`src/hdl/hps_pkg.sv`:
```
`timescale 1ns / 1ps
// ----------------------------------------------------------------------------
// hps_pkg
// Shared types and constants for the HV precharge sequencer.
// ----------------------------------------------------------------------------
package hps_pkg;

  localparam int unsigned VOLT_W  = 16;
  localparam int unsigned MS_W    = 16;
  localparam int unsigned STEP_W  = 8;
  localparam int unsigned RATIO_W = 7;
  // 65535 * 127 still fits below 2**23
  localparam int unsigned PROD_W  = VOLT_W + RATIO_W;

  localparam logic [RATIO_W-1:0] PCT_SCALE = 7'd100;

  // Configuration register indexes
  localparam logic [1:0] CFG_MIN_MS    = 2'd0;
  localparam logic [1:0] CFG_MAX_MS    = 2'd1;
  localparam logic [1:0] CFG_RATIO_PCT = 2'd2;

  localparam logic [MS_W-1:0]    MIN_MS_RST = 16'd500;
  localparam logic [MS_W-1:0]    MAX_MS_RST = 16'd3000;
  localparam logic [RATIO_W-1:0] RATIO_RST  = 7'd90;

  typedef enum logic [2:0] {
    MODE_STARTUP     = 3'd0,
    MODE_IDLE        = 3'd1,
    MODE_PRECHARGING = 3'd2,
    MODE_ACTIVE      = 3'd3,
    MODE_ERROR       = 3'd4
  } mode_e;

  // One registered update, voltages already scaled for the ratio check
  typedef struct packed {
    logic              crit;
    logic              batt_ready;
    logic              sdc_active;
    logic [STEP_W-1:0] step_ms;
    logic [PROD_W-1:0] bus_scaled;
    logic [PROD_W-1:0] pack_scaled;
  } item_t;

  typedef struct packed {
    logic [MS_W-1:0]    min_ms;
    logic [MS_W-1:0]    max_ms;
    logic [RATIO_W-1:0] ratio_pct;
  } cfg_t;

endpackage

```
`src/hdl/hv_precharge_sequencer.sv`:
```
`timescale 1ns / 1ps
// ----------------------------------------------------------------------------
// hv_precharge_sequencer
// Contactor and precharge sequencer for a high-voltage battery pack.
// ----------------------------------------------------------------------------
// Each slave beat is one update (fault, battery ready, shutdown circuit,
// elapsed milliseconds, bus and pack voltage); each update yields exactly one
// master beat with the mode and relay/DC-DC enables after that update. The
// block takes one update per clock; each update passes the input register,
// which also forms bus*100 and pack*ratio, and then the result register,
// which doubles as the mode state, with the mode logic, the saturating
// precharge timer and the compares between the two. Back-pressure on the
// master side stalls the input register, so no beat is dropped. The
// precharge relay and positive relay are never closed together; once in
// error the block stays there until reset. Write the three timing/ratio
// registers on the cfg port only while no update is in flight.
// ----------------------------------------------------------------------------
module hv_precharge_sequencer import hps_pkg::*; (
  input  logic        clk_i,
  input  logic        rst_ni,
  // configuration writes
  input  logic        cfg_valid_i,
  output logic        cfg_ready_o,
  input  logic [1:0]  cfg_index_i,
  input  logic [15:0] cfg_data_i,
  // update beats
  input  logic        s_axis_tvalid,
  output logic        s_axis_tready,
  // [0] critical_error, [1] battery_ready, [2] shutdown_active,
  // [10:3] step_ms, [26:11] bus_voltage, [42:27] pack_voltage, [47:43] zero
  input  logic [47:0] s_axis_tdata,
  // result beats
  output logic        m_axis_tvalid,
  input  logic        m_axis_tready,
  // [2:0] mode, [3] dcdc_enabled, [4] precharge_relay_closed,
  // [5] positive_relay_closed, [6] precharge_timeout, [7] zero
  output logic [7:0]  m_axis_tdata
);

  cfg_t  cfg_q;
  logic  mid_valid;
  logic  mid_ready;
  item_t mid_item;
  logic [2:0] mode;
  logic  dcdc;
  logic  pc_closed;
  logic  pos_closed;
  logic  timeout;

  // configuration is always accepted; unknown indexes are dropped
  assign cfg_ready_o = 1'b1;

  always_ff @(posedge clk_i or negedge rst_ni) begin
    if (!rst_ni) begin
      cfg_q.min_ms    <= MIN_MS_RST;
      cfg_q.max_ms    <= MAX_MS_RST;
      cfg_q.ratio_pct <= RATIO_RST;
    end else if (cfg_valid_i) begin
      case (cfg_index_i)
        CFG_MIN_MS:    cfg_q.min_ms    <= cfg_data_i;
        CFG_MAX_MS:    cfg_q.max_ms    <= cfg_data_i;
        CFG_RATIO_PCT: cfg_q.ratio_pct <= cfg_data_i[RATIO_W-1:0];
        default: ;
      endcase
    end
  end

  // register the update and scale the voltages
  hps_in_stage u_in (
    .clk_i          (clk_i),
    .rst_ni         (rst_ni),
    .valid_i        (s_axis_tvalid),
    .ready_o        (s_axis_tready),
    .crit_i         (s_axis_tdata[0]),
    .batt_ready_i   (s_axis_tdata[1]),
    .sdc_active_i   (s_axis_tdata[2]),
    .step_ms_i      (s_axis_tdata[10:3]),
    .bus_voltage_i  (s_axis_tdata[26:11]),
    .pack_voltage_i (s_axis_tdata[42:27]),
    .ratio_pct_i    (cfg_q.ratio_pct),
    .valid_o        (mid_valid),
    .ready_i        (mid_ready),
    .item_o         (mid_item)
  );

  // advance the mode and hold the result until taken
  hps_core u_core (
    .clk_i        (clk_i),
    .rst_ni       (rst_ni),
    .cfg_i        (cfg_q),
    .valid_i      (mid_valid),
    .ready_o      (mid_ready),
    .item_i       (mid_item),
    .valid_o      (m_axis_tvalid),
    .ready_i      (m_axis_tready),
    .mode_o       (mode),
    .dcdc_o       (dcdc),
    .pc_closed_o  (pc_closed),
    .pos_closed_o (pos_closed),
    .timeout_o    (timeout)
  );

  assign m_axis_tdata = {1'b0, timeout, pos_closed, pc_closed, dcdc, mode};

endmodule

```
`src/hdl/hps_in_stage.sv`:
```
`timescale 1ns / 1ps
// ----------------------------------------------------------------------------
// hps_in_stage
// Input register: unpacks a beat and forms bus*100 and pack*ratio.
// ----------------------------------------------------------------------------
module hps_in_stage import hps_pkg::*; (
  input  logic                  clk_i,
  input  logic                  rst_ni,
  input  logic                  valid_i,
  output logic                  ready_o,
  input  logic                  crit_i,
  input  logic                  batt_ready_i,
  input  logic                  sdc_active_i,
  input  logic [STEP_W-1:0]     step_ms_i,
  input  logic [VOLT_W-1:0]     bus_voltage_i,
  input  logic [VOLT_W-1:0]     pack_voltage_i,
  input  logic [RATIO_W-1:0]    ratio_pct_i,
  output logic                  valid_o,
  input  logic                  ready_i,
  output item_t                 item_o
);

  logic  valid_q;
  item_t item_q, item_d;

  assign ready_o = !valid_q || ready_i;
  assign valid_o = valid_q;
  assign item_o  = item_q;

  always_comb begin
    item_d.crit        = crit_i;
    item_d.batt_ready  = batt_ready_i;
    item_d.sdc_active  = sdc_active_i;
    item_d.step_ms     = step_ms_i;
    item_d.bus_scaled  = {{RATIO_W{1'b0}}, bus_voltage_i} *
                         {{VOLT_W{1'b0}}, PCT_SCALE};
    item_d.pack_scaled = {{RATIO_W{1'b0}}, pack_voltage_i} *
                         {{VOLT_W{1'b0}}, ratio_pct_i};
  end

  always_ff @(posedge clk_i or negedge rst_ni) begin
    if (!rst_ni) begin
      valid_q <= 1'b0;
    end else if (ready_o) begin
      valid_q <= valid_i;
    end
  end

  always_ff @(posedge clk_i) begin
    if (ready_o && valid_i) begin
      item_q <= item_d;
    end
  end

endmodule

```
`src/hdl/hps_core.sv`:
```
`timescale 1ns / 1ps
// ----------------------------------------------------------------------------
// hps_core
// Mode state, precharge timer, relay enables and the result register.
// ----------------------------------------------------------------------------
module hps_core import hps_pkg::*; (
  input  logic        clk_i,
  input  logic        rst_ni,
  input  cfg_t        cfg_i,
  input  logic        valid_i,
  output logic        ready_o,
  input  item_t       item_i,
  output logic        valid_o,
  input  logic        ready_i,
  output logic [2:0]  mode_o,
  output logic        dcdc_o,
  output logic        pc_closed_o,
  output logic        pos_closed_o,
  output logic        timeout_o
);

  mode_e           mode_q, mode_d;
  logic [MS_W-1:0] elapsed_q, elapsed_d;
  logic            dcdc_q, dcdc_d;
  logic            pc_q, pc_d;
  logic            pos_q, pos_d;
  logic            to_q, to_d;
  logic            out_valid_q;
  logic            take;
  logic [MS_W:0]   sum;
  logic [MS_W-1:0] t_new;

  assign ready_o = !out_valid_q || ready_i;
  assign take    = valid_i && ready_o;

  assign sum   = {1'b0, elapsed_q} + {{(MS_W + 1 - STEP_W){1'b0}}, item_i.step_ms};
  assign t_new = sum[MS_W] ? {MS_W{1'b1}} : sum[MS_W-1:0];

  always_comb begin
    mode_d    = mode_q;
    elapsed_d = elapsed_q;
    dcdc_d    = dcdc_q;
    pc_d      = pc_q;
    pos_d     = pos_q;
    to_d      = to_q;

    // critical error: drop into error before the mode handling runs
    if (item_i.crit) begin
      mode_d = MODE_ERROR;
      pc_d   = 1'b0;
      pos_d  = 1'b0;
      dcdc_d = 1'b0;
    end

    case (mode_d)
      MODE_STARTUP: begin
        if (item_i.batt_ready) begin
          mode_d = MODE_IDLE;
          dcdc_d = 1'b1;
          pc_d   = 1'b1;
          pos_d  = 1'b0;
        end
      end
      MODE_IDLE: begin
        if (!item_i.sdc_active) begin
          mode_d    = MODE_PRECHARGING;
          elapsed_d = '0;
        end
      end
      MODE_PRECHARGING: begin
        elapsed_d = t_new;
        if ((t_new > cfg_i.min_ms) && (item_i.bus_scaled > item_i.pack_scaled)) begin
          mode_d = MODE_ACTIVE;
          pos_d  = 1'b1;
          pc_d   = 1'b0;
        end else if (t_new > cfg_i.max_ms) begin
          to_d   = 1'b1;
          mode_d = MODE_ERROR;
          pc_d   = 1'b0;
          pos_d  = 1'b0;
          dcdc_d = 1'b0;
        end else if (item_i.sdc_active) begin
          mode_d = MODE_IDLE;
          dcdc_d = 1'b1;
          pc_d   = 1'b1;
          pos_d  = 1'b0;
        end
      end
      MODE_ACTIVE: begin
        if (item_i.sdc_active) begin
          mode_d = MODE_IDLE;
          dcdc_d = 1'b1;
          pc_d   = 1'b1;
          pos_d  = 1'b0;
        end
      end
      default: begin
        mode_d = MODE_ERROR;
        pc_d   = 1'b0;
        pos_d  = 1'b0;
      end
    endcase
  end

  always_ff @(posedge clk_i or negedge rst_ni) begin
    if (!rst_ni) begin
      mode_q      <= MODE_STARTUP;
      elapsed_q   <= '0;
      dcdc_q      <= 1'b0;
      pc_q        <= 1'b0;
      pos_q       <= 1'b0;
      to_q        <= 1'b0;
      out_valid_q <= 1'b0;
    end else begin
      if (ready_o) begin
        out_valid_q <= valid_i;
      end
      if (take) begin
        mode_q    <= mode_d;
        elapsed_q <= elapsed_d;
        dcdc_q    <= dcdc_d;
        pc_q      <= pc_d;
        pos_q     <= pos_d;
        to_q      <= to_d;
      end
    end
  end

  // the state registers are the result register
  assign valid_o      = out_valid_q;
  assign mode_o       = mode_q;
  assign dcdc_o       = dcdc_q;
  assign pc_closed_o  = pc_q;
  assign pos_closed_o = pos_q;
  assign timeout_o    = to_q;

  a_relays_exclusive: assert property (@(posedge clk_i) disable iff (!rst_ni)
    !(pc_q && pos_q))
    else $error("precharge and positive relays closed together");

  a_error_safe: assert property (@(posedge clk_i) disable iff (!rst_ni)
    (mode_q == MODE_ERROR) |-> (!pc_q && !pos_q && !dcdc_q))
    else $error("outputs not safe in error mode");

  a_error_absorbing: assert property (@(posedge clk_i) disable iff (!rst_ni)
    (mode_q == MODE_ERROR) |=> (mode_q == MODE_ERROR))
    else $error("left error mode");

  a_timeout_sticky: assert property (@(posedge clk_i) disable iff (!rst_ni)
    to_q |=> to_q)
    else $error("timeout flag cleared");

  a_timeout_means_error: assert property (@(posedge clk_i) disable iff (!rst_ni)
    $rose(to_q) |-> (mode_q == MODE_ERROR))
    else $error("timeout raised outside error mode");

endmodule
```
`config.mk`:
```
export PLATFORM = sky130hd
export DESIGN_NAME = hv_precharge_sequencer
export DESIGN_NICKNAME = d
export VERILOG_FILES = /design/src/hdl/hps_pkg.sv /design/src/hdl/hv_precharge_sequencer.sv /design/src/hdl/hps_in_stage.sv /design/src/hdl/hps_core.sv
export SDC_FILE = /design/constraint.sdc
export NUM_CORES = 1
export LEC_CHECK = 0
export BUFFER_PORTS_ARGS = -buffer_cell sky130_fd_sc_hd__clkbuf_2
export CORE_MARGIN = 2
export CORE_UTILIZATION = 47
export CTS_CLUSTER_DIAMETER = 80
export DETAILED_ROUTE_END_ITERATION = 6
export PLACE_DENSITY = 0.74
export SETUP_SLACK_MARGIN = 0.3
export SLEW_MARGIN = 10
export SYNTH_ARGS = -nofsm -noshare
export SYNTH_HDL_FRONTEND = slang
export SYNTH_HIERARCHICAL = 1
export SYNTH_SLANG_ARGS = --single-unit
```
`constraint.sdc`:
```
create_clock -name clk_i -period 5 [get_ports clk_i]
set_input_delay 1 -clock clk_i [delete_from_list [all_inputs] [get_ports clk_i]]
set_output_delay 1 -clock clk_i [all_outputs]
set_load 0.05 [all_outputs]
```
**Word-level counts from Yosys, hierarchy flattened**

Index checks and enable logic that the tools add are counted.

- Flip-flop bits (word level): 119
- Bits of input ports: 71
- Output and inout bits: 11
- Logic and storage cells: 73

- Add/sub/neg operators: 1
- Multipliers: 2
- Magnitude comparators: 3
- Eq/ne operators: 6
- Muxes and demuxes: 28
- Bitwise logic cells: 1
- Reductions and logical operators: 15

Operators by type and width:

| operator | number |
|---|---|
| > comparator 16 bit | 2 |
| 2-to-1 mux 16 bit | 2 |
| case mux 16 bit (2 select lines) | 1 |
| > comparator 23 bit | 1 |
| multiplier 16 x 7 -> 23 bit | 1 |
| multiplier 16 x 5 -> 21 bit, second input constant | 1 |
| 2-to-1 mux 3 bit | 6 |
| adder 16 x 8 -> 17 bit | 1 |
| 2-to-1 mux 1 bit | 15 |
| case mux 3 bit (4 select lines) | 1 |
| case mux 1 bit (4 select lines) | 2 |
| equality test 3 x 2 -> 1 bit, second input constant | 2 |
| AND reduction 2 bit | 3 |
| AND reduction 4 bit | 1 |
| equality test 3 x 1 -> 1 bit, second input constant | 1 |
| logical AND 1 bit | 3 |
| logical NOT 3 bit | 1 |
| case mux 1 bit (3 select lines) | 1 |
| AND reduction 3 bit | 1 |
| equality test 2 x 1 -> 1 bit, second input constant | 1 |
| equality test 2 bit, second input constant | 1 |
| logical NOT 1 bit | 2 |
| logical NOT 2 bit | 1 |
| logical OR 1 bit | 2 |
| other kinds (3) | 3 |

**Longest topological paths before layout**

Gate-level depths: netlist (run 1).

- Depth after elaboration: 6
- Gate-level depth with buffers: 20
- Depth with buffers taken out: 19

**By module**

Netlist (run 1), hierarchy kept.

Modules (own cells, without submodules):

| module | instances | cells an instance | area an instance (um^2) | sequential area each (um^2) |
|---|---|---|---|---|
| hps_in_stage | 1 | 669 | 6856.6 | 1676.6 |
| hps_core | 1 | 391 | 3091.7 | 600.6 |
| hv_precharge_sequencer | 1 | 91 | 1549.0 | 997.2 |

**Least setup slack after synthesis (run 1)**

No wires, ideal clock.

- Path kind: input to register
- Start point: input s_axis_tdata[30]
- End point: register u_in.item_q (netlist bit u_in/item_o[22]), data pin
- Library setup time: 135 ps
- Arrival: 5128 ps
- Required time: 4865 ps
- Slack: -263 ps
- Stages: 14
- Buffers on the path: 0
- Cell sequence: and2_1 fa_1 fa_1 fa_1 inv_1 fa_1 inv_1 ha_1 a2111oi_4 a22oi_2 a311oi_2 o21ai_2 or4_1 nand3_1

RTL lines:

| what | RTL line | source |
|---|---|---|
| start, declared | hv_precharge_sequencer.sv:31 | `input logic [47:0] s_axis_tdata,` |
| end signal, assigned | hps_in_stage.sv:51 | `item_q <= item_d;` |
| end, declared | hps_in_stage.sv:24 | `item_t item_q, item_d;` |

==> results of run 1 <==
-- cells in the final DEF, fill, tap and decap left out, drive strengths merged, types with 3 or more instances in the layout --
master,count
inv,195
ha,156
clkbuf,92
and2,86
fa,81
buf,79
nand2,73
a21oi,67
edfxtp,55
dfrtp,47
mux2,40
nor2,39
o21ai,27
xnor2,26
nand3,25
a21o,24
dfstp,17
xor2,15
nor3,14
nand2b,14
nand4,13
a31oi,13
a22o,10
o21bai,10
o211ai,9
a211oi,8
and3,8
o21a,5
conb,4
nor2b,4
nand3b,4
or2,4
o31ai,3
o22ai,3
o221ai,3
-- power groups by stage --
stage / sequential (µW) / clock (µW) / combinational (µW)
CTS: 1550 / 1200 / 5430
global placement: 1550 / 0 / 5020
finish: 1540 / 1180 / 5830
floorplan: 1510 / 0 / 3690
global route: 1570 / 1250 / 6520
detailed placement: 1560 / 0 / 5130
-- worst max-delay path: stages --
cell,delay [ps]
clkbuf_8,130
and2_1,170
fa_1,480
fa_1,510
fa_1,500
inv_1,60
fa_1,510
inv_2,50
ha_4,220
a21oi_4,150
and2b_2,220
o21a_1,210
a311oi_4,270
o21ai_2,100
or4_1,410
nand3_1,90
-- per-stage QoR --
stage                     hold WS [ps]  power, µW  cell area [µm²]  util [%]  setup WS [ps]
after global placement           461.0       6570            12670     52.42         -274.4
final                            481.9       8557            13600     56.24          194.6
after CTS                        484.2       8180            13380     55.35          202.1
after floorplan                  444.5       5205            11610         -          15.12
after detailed placement         468.1       6686            12670     52.42         -285.4
after global routing             515.6       9340            13600     56.24          79.59
-- logic make-up (layout without fill, tap and decap cells) --
family / Yosys count / count (layout) / share of synthesized area, %
adder cells (fa/ha/maj): 237 / 237 / 31.08
buffers and inverters: 219 / 369 / 7.955
AND/OR/NAND/NOR: 293 / 293 / 13.56
multiplexers: 40 / 40 / 3.918
XOR/XNOR: 41 / 41 / 3.123
AO/OA/AOI/OAI: 199 / 199 / 11.79
flip-flops: 119 / 119 / 28.48
other: 3 / 4 / 0.09794
-- sequential cells by signal, summed over array words and instances, names as in the netlist --
register             flops
u_core/valid_o           1
cfg_q                   39
u_core/timeout_o         1
u_core/mode_o            3
u_in/valid_o             1
u_core/pos_closed_o      1
u_core/dcdc_o            1
u_in/item_o             55
u_core/pc_closed_o       1
u_core/elapsed_q        16
-- routing by layer --
metal	vias up	share of wire (%)	wire, µm	global-route usage [%]
met2	147	53	12800	36.66
met5	-	0	0	0
met3	43	2.9	705	3.073
met1	4140	42	10140	23.17
met4	0	2.5	595	6.511
li1	4164	-	-	-
-- worst max-delay path by stage --
stage / from / end / slack, ps / cells past startpoint
final: s_axis_tdata[36] / u_in/item_o[22]$_DFFE_PP_ / 190 / 16
after global routing: s_axis_tdata[36] / u_in/item_o[22]$_DFFE_PP_ / 80 / 16
after CTS: s_axis_tdata[31] / u_in/item_o[22]$_DFFE_PP_ / 200 / 16
after detailed placement: s_axis_tdata[31] / u_in/item_o[22]$_DFFE_PP_ / -290 / 16
after global placement: s_axis_tdata[34] / u_in/item_o[22]$_DFFE_PP_ / -270 / 16
after floorplan: s_axis_tdata[37] / u_in/item_o[22]$_DFFE_PP_ / 20 / 15
-- timing repair --
action	CTS	global route
endpoints found under the setup margin	7	16
pin swaps	20	40
gates resized for setup	21	61
buffers inserted	1	5
hold buffers	0	0
-- cell type report --
cell class	count	area, µm²	area share (%)
clock inverter	7	55.05	0.4049
tap	324	405.4	2.982
sequential	119	3278	24.11
timing repair buffer	146	994.7	7.316
multi-input combinational	814	7619	56.03
clock buffer	25	528.0	3.883
inverter	191	716.9	5.273
==> impl_results.md, run 1 <==
* Run status: completed
* Pwr/cell area at 629.3 mW/mm²
* Final Critical Period at 4805 ps
* Core Area at 0.02418 mm²
* IO Pins at 82
* R2r endpoint: u_in/item_o[22]$_DFFE_PP_
* Final nets at 1597
* Die W at 160.4 µm
* Layout area overhead at 18.26%
* Initial antenna violation count at 0
* Cell taking the most area after synthesis: ha_1
* Netlist cell types at 74
* Layout Cells excl Fill at 1626
* Hold EP: u_core/timeout_o$_DFFE_PN0P_
* Largest net degree at the start of global routing at 65
* CTS clk-pin slew, worst paths at 50 ps
* Diode count at 0
* Part of the power in combinational logic at 68.2%
* Initial DRC count at 362
* Clock skew at 7.831 ps
* Hold path startpoint: u_core/timeout_o$_DFFE_PN0P_
* Vias in the first global route at 9109
* Syn Std Cell Area at 0.01150 mm²
* Rel. slew slack at 41.78%
* Actual slew at the worst max-slew pin at 872.4 ps
* Sequential fraction of the synthesis area at 28.48%
* # H-tree levels at 4
* Layout cell share with drive strength beyond 1 at 25.04%
* Total gr overflow at 0
* Placer Congestion at 0.8512
* DIE HEIGHT at 160.4 µm
* Vias per cell at 5.224
* Cell count after placement at 1588
* Initial Utilization at 47.55%
* WS Path Type: input port to flip-flop
* FF-to-FF path depth at 15
* Worst Path Required at 5280 ps
* CTS tree: done
* FILL cells at 2051
* EDFF count, synth at 55
* Setup TNS at 0 ps
* Fraction of registers with async set/reset at 53.78%
* WL/cell at 14.90 µm
* 1st-pass router iterations at 7
* Worst EP arrival at 5090 ps
* Fin. max-slew vios at 0
* Leak at 0.006745 µW
* Worst vdd rail ir drop at 0.5364 mV
* Synth top area share at 16.98%
* Switch Pwr at 3504 µW
* First-pass GRT wire length at 41.61 mm
* Internal Power at 5053 µW
* Worst hold path type: flip-flop to flip-flop
* Switching share of total power at 40.95%
* CTS root buf: clkbuf_16
* Die area at 0.02573 mm²
* Seq pwr share at 18.0%
* Most instantiated cells after synthesis: 191 x inv_1, 156 x ha_1, 85 x and2_1, 81 x fa_1, 73 x nand2_1
* Crit start category: input port
* Final setup fails at 0
* Clock Tree Buf Depth at 2
* TritonCTS buffer count at 17
* Row cnt at 57
* DR vias at 8494
* Antenna-violating nets left at 0
* Synth top area cells: ha_1 17%, edfxtp_1 14%, fa_1 14%, dfrtp_1 10%, inv_1 6.2%
* Crit path max fanout at 4
* Crit path capture type: flip-flop
* Clock share of power at 13.8%
* Global Route Usage Sum at 19.72%
* Final Hold Viols at 0
* Worst r2r src: cfg_q[3]$_DFFE_PN1P_
* Total clock sinks at 119
* Post-DP HPWL at 18.83 mm
* Post-route DRC violation count at 0
* Dominant synthesized flop cell: edfxtp_1
* Yosys warning total at 6
* FMAX at 208.1 MHz
* Final period util at 96.11%
* Mean Syn Cell Area at 9.989 µm²
* Internal reg-to-reg setup slack at 300 ps
* Clk_lat worst skew at 410 ps
* Hold depth at 1
* Synth Register Bits at 119
* Count leader, synth: inv_1
* Post-synthesis cell count at 1151
* Unrepaired setup endpoints after global routing: yes
* Routed WL at 24.23 mm
* Max cap viols at 0
* Port Buffer Count at 74
No activity file was read; power rests on OpenSTA's default activity.
==> inputs of run 2 (changes only) <==
Settings changed: ABC_AREA from default to 1.
==> impl_results.md, run 2 <==
* Crit start category: input port (unchanged)
* Worst hold slack at 463.9 ps (was 481.9 ps)
* Most instantiated cells after synthesis: 519 x nand2_1, 374 x inv_1, 156 x ha_1, 81 x fa_1, 71 x nand3_1 (was 191 x inv_1, 156 x ha_1, 85 x and2_1, 81 x fa_1, 73 x nand2_1)
* Max cap viols at 0 (unchanged)
* Vias per cell at 5.015 (was 5.224)
* Clock Tree Buf Depth at 2 (unchanged)
* DIE HEIGHT at 167.5 µm (was 160.4 µm)
* Vias in the first global route at 10530 (was 9109)
* Initial Utilization at 48.08% (was 47.55%)
* Global Route Usage Sum at 20.29% (was 19.72%)
* 1st-pass router iterations at 7 (unchanged)
* WL/cell at 13.05 µm (was 14.90 µm)
* Final Critical Period at 4513 ps (was 4805 ps)
* Worst setup path startpoint: s_axis_tdata[31] (was s_axis_tdata[36])
* Total clock sinks at 119 (unchanged)
* Internal reg-to-reg setup slack at 550 ps (was 300 ps)
* Initial antenna violation count at 0 (unchanged)
* EDFF count, synth at 55 (unchanged)
* Synth top area cells: ha_1 16%, nand2_1 16%, edfxtp_1 13%, fa_1 13%, inv_1 11% (was ha_1 17%, edfxtp_1 14%, fa_1 14%, dfrtp_1 10%, inv_1 6.2%)
* Run status: complete, but fails checks (was completed)
* Syn Std Cell Area at 0.01257 mm² (was 0.01150 mm²)
* Synth Register Bits at 119 (unchanged)
* CTS tree: done (unchanged)
* Die area at 0.02806 mm² (was 0.02573 mm²)
* IO Pins at 82 (unchanged)
* Setup TNS at 0 ps (unchanged)
* Leak at 0.008081 µW (was 0.006745 µW)
* Most common cell after layout, fill and taps aside: nand2_1 (was inv_1)
* Max FFs per register at 55 (unchanged)
* Unrepaired setup endpoints after global routing: no (was yes)
* Row cnt at 59 (was 57)
* Hold buffer count at CTS at 0 (unchanged)
* Layout cell share with drive strength beyond 1 at 11.48% (was 25.04%)
* Worst vdd rail ir drop at 0.2502 mV (was 0.5364 mV)
* Dominant synthesized flop cell: edfxtp_1 (unchanged)
* Die W at 167.5 µm (was 160.4 µm)
* Worst hold path type: flip-flop to flip-flop (unchanged)
* Cell taking the most area after synthesis: ha_1 (unchanged)
* Routed WL at 27.00 mm (was 24.23 mm)
* Clk_lat worst skew at 420 ps (was 410 ps)
* Failing checks: design-rule violations
* Core Area at 0.02613 mm² (was 0.02418 mm²)
* Synth top area share at 15.53% (was 16.98%)
* Worst Path Required at 5170 ps (was 5280 ps)
* Actual slew at the worst max-slew pin at 882.3 ps (was 872.4 ps)
* FILL cells at 2500 (was 2051)
* CTS clk-pin slew, worst paths at 50 ps (about the same)
* Layout area overhead at 10.02% (was 18.26%)
* Antenna-violating nets left at 0 (unchanged)
* Final nets at 2029 (was 1597)
* Fraction of registers with async set/reset at 53.78% (unchanged)
* Count leader, synth: nand2_1 (was inv_1)
* Yosys warning total at 6 (unchanged)
* Post-DP HPWL at 21.58 mm (was 18.83 mm)
* Mean Syn Cell Area at 7.593 µm² (was 9.989 µm²)
* Final period util at 90.26% (was 96.11%)
* Post-route DRC violation count at 3 (was 0)
* Crit path max fanout at 5 (was 4)
* Clock skew at 8.892 ps (was 7.831 ps)
* Post-synthesis cell count at 1655 (was 1151)
* First-pass GRT wire length at 46.86 mm (was 41.61 mm)
* Sequential fraction of the synthesis area at 26.06% (was 28.48%)
* DR vias at 10380 (was 8494)
* TritonCTS buffer count at 17 (unchanged)
* FMAX at 221.6 MHz (was 208.1 MHz)
* Rel. slew slack at 41.18% (was 41.78%)
* Worst r2r src: cfg_q[3]$_DFFE_PN1P_ (unchanged)
* Final Hold Viols at 0 (unchanged)
* Final setup fails at 0 (unchanged)
* Fin. max-slew vios at 0 (unchanged)
* Pwr/cell area at 446.3 mW/mm² (was 629.3 mW/mm²)
* Largest net degree at the start of global routing at 51 (was 65)
* Crit path capture type: flip-flop (unchanged)
* Placer Congestion at 0.8875 (was 0.8512)
* CTS root buf: clkbuf_16 (unchanged)
* # H-tree levels at 4 (unchanged)
* R2r endpoint: u_in/item_o[19]$_DFFE_PP_ (was u_in/item_o[22]$_DFFE_PP_)
* Netlist cell types at 46 (was 74)
* Initial DRC count at 623 (was 362)
* Most frequent cells in the layout: 517 x nand2_1, 374 x inv_1, 148 x ha_1 (was 179 x inv_1, 147 x ha_1, 78 x fa_1)
* WS Path Type: input port to flip-flop (unchanged)
* FF-to-FF path depth at 16 (was 15)
* Diode count at 0 (unchanged)
* Total gr overflow at 0 (unchanged)
* Port Buffer Count at 74 (unchanged)
* Worst setup path endpoint: u_in/item_o[19]$_DFFE_PP_ (was u_in/item_o[22]$_DFFE_PP_)
* Worst EP arrival at 4680 ps (was 5090 ps)
==> run 2: changes by cell type in the layout (fill, tap and decap cells not counted), sizes merged, moves of 20 or more <==
cell / previous run / this run
buf: 79 / 9
inv: 195 / 383
nand4: 13 / 33
nand3: 25 / 82
a21o: 24 / 4
and2: 86 / 4
xnor2: 26 / 2
nor2: 39 / 81
nand2: 73 / 536
mux2: 40 / 0
==> run 2: layer usage <==
layer	up-vias	GRT usage [%]	wire length (µm)
li1	5222	-	-
met1	4905	23.88	11620
met2	209	37.96	13960
met3	41	3.025	908
met4	0	6.352	503
met5	-	0	0
==> run 2: worst min-delay path by stage <==
stage | startpoint | endpoint | slack (ps) | cells past startpoint
6_report | cfg_q[27]$_DFFE_PN1P_ | cfg_q[27]$_DFFE_PN1P_ | 460 | 2
5_1_grt | cfg_q[27]$_DFFE_PN1P_ | cfg_q[27]$_DFFE_PN1P_ | 480 | 2
2_1_floorplan | u_core/timeout_o$_DFFE_PN0P_ | u_core/timeout_o$_DFFE_PN0P_ | 440 | 2
4_1_cts | cfg_q[27]$_DFFE_PN1P_ | cfg_q[27]$_DFFE_PN1P_ | 460 | 2
3_5_place_dp | u_core/timeout_o$_DFFE_PN0P_ | u_core/timeout_o$_DFFE_PN0P_ | 450 | 2
3_3_place_gp | u_core/timeout_o$_DFFE_PN0P_ | u_core/timeout_o$_DFFE_PN0P_ | 450 | 2
==> run 2: cell type report <==
cell class              instances  area (µm²)  share of cell area, %
flip-flops and latches        119        3284                  23.76
multi-input cells            1120        7700                  55.70
clock buffers                  23       490.5                  3.548
clock inverters                 9       63.81                 0.4616
inverters                     380        1429                  10.34
repair buffers                 83       437.9                  3.168
well taps                     335       419.2                  3.032
==> run 2: kinds of logic after synthesis <==
logic type                 Yosys count  synth area share, %
and+or+nand+nor                    752                26.00
buffers and inverters              417                13.16
adders and majority gates          237                28.44
DFF                                119                26.06
AOI/OAI and AO/OA                  106                4.790
xor gates and xnor gates            21                1.464
other                                3              0.08961
==> run 2: through the flow <==
stage	util [%]	power (µW)	instance area [µm²]	instances	setup slack, ps
2_1_floorplan	-	4120	12570	1656	485.6
4_1_cts	52.60	6101	13740	2066	346.6
3_3_place_gp	50.47	4845	13190	2034	48.60
5_1_grt	52.90	6824	13820	2069	292.5
6_report	52.90	6170	13820	2069	487.1
3_5_place_dp	50.47	4934	13190	2034	-9.858
==> run 2: report_power, final <==
group | switching, µW | internal [µW] | total [µW]
sequential | 127 | 1360 | 1480
combinational | 2240 | 1320 | 3560
clock | 435 | 693 | 1130
total | 2800 | 3370 | 6170
==> run 2: critical path: stages <==
cell	delay, ps
clkbuf_2	130
buf_4	150
nand2_1	50
inv_1	60
fa_1	570
fa_1	450
fa_1	560
inv_1	60
fa_1	530
inv_1	40
ha_2	360
nand2_1	100
nor2_2	150
nand3_1	100
nand3_1	150
nand2_1	80
nand3_1	70
nand2_1	80
==> run 2: repair_timing <==
item,in CTS,in global routing
setup buffers,0,3
resized for setup,0,17
setup endpoints to repair,0,12
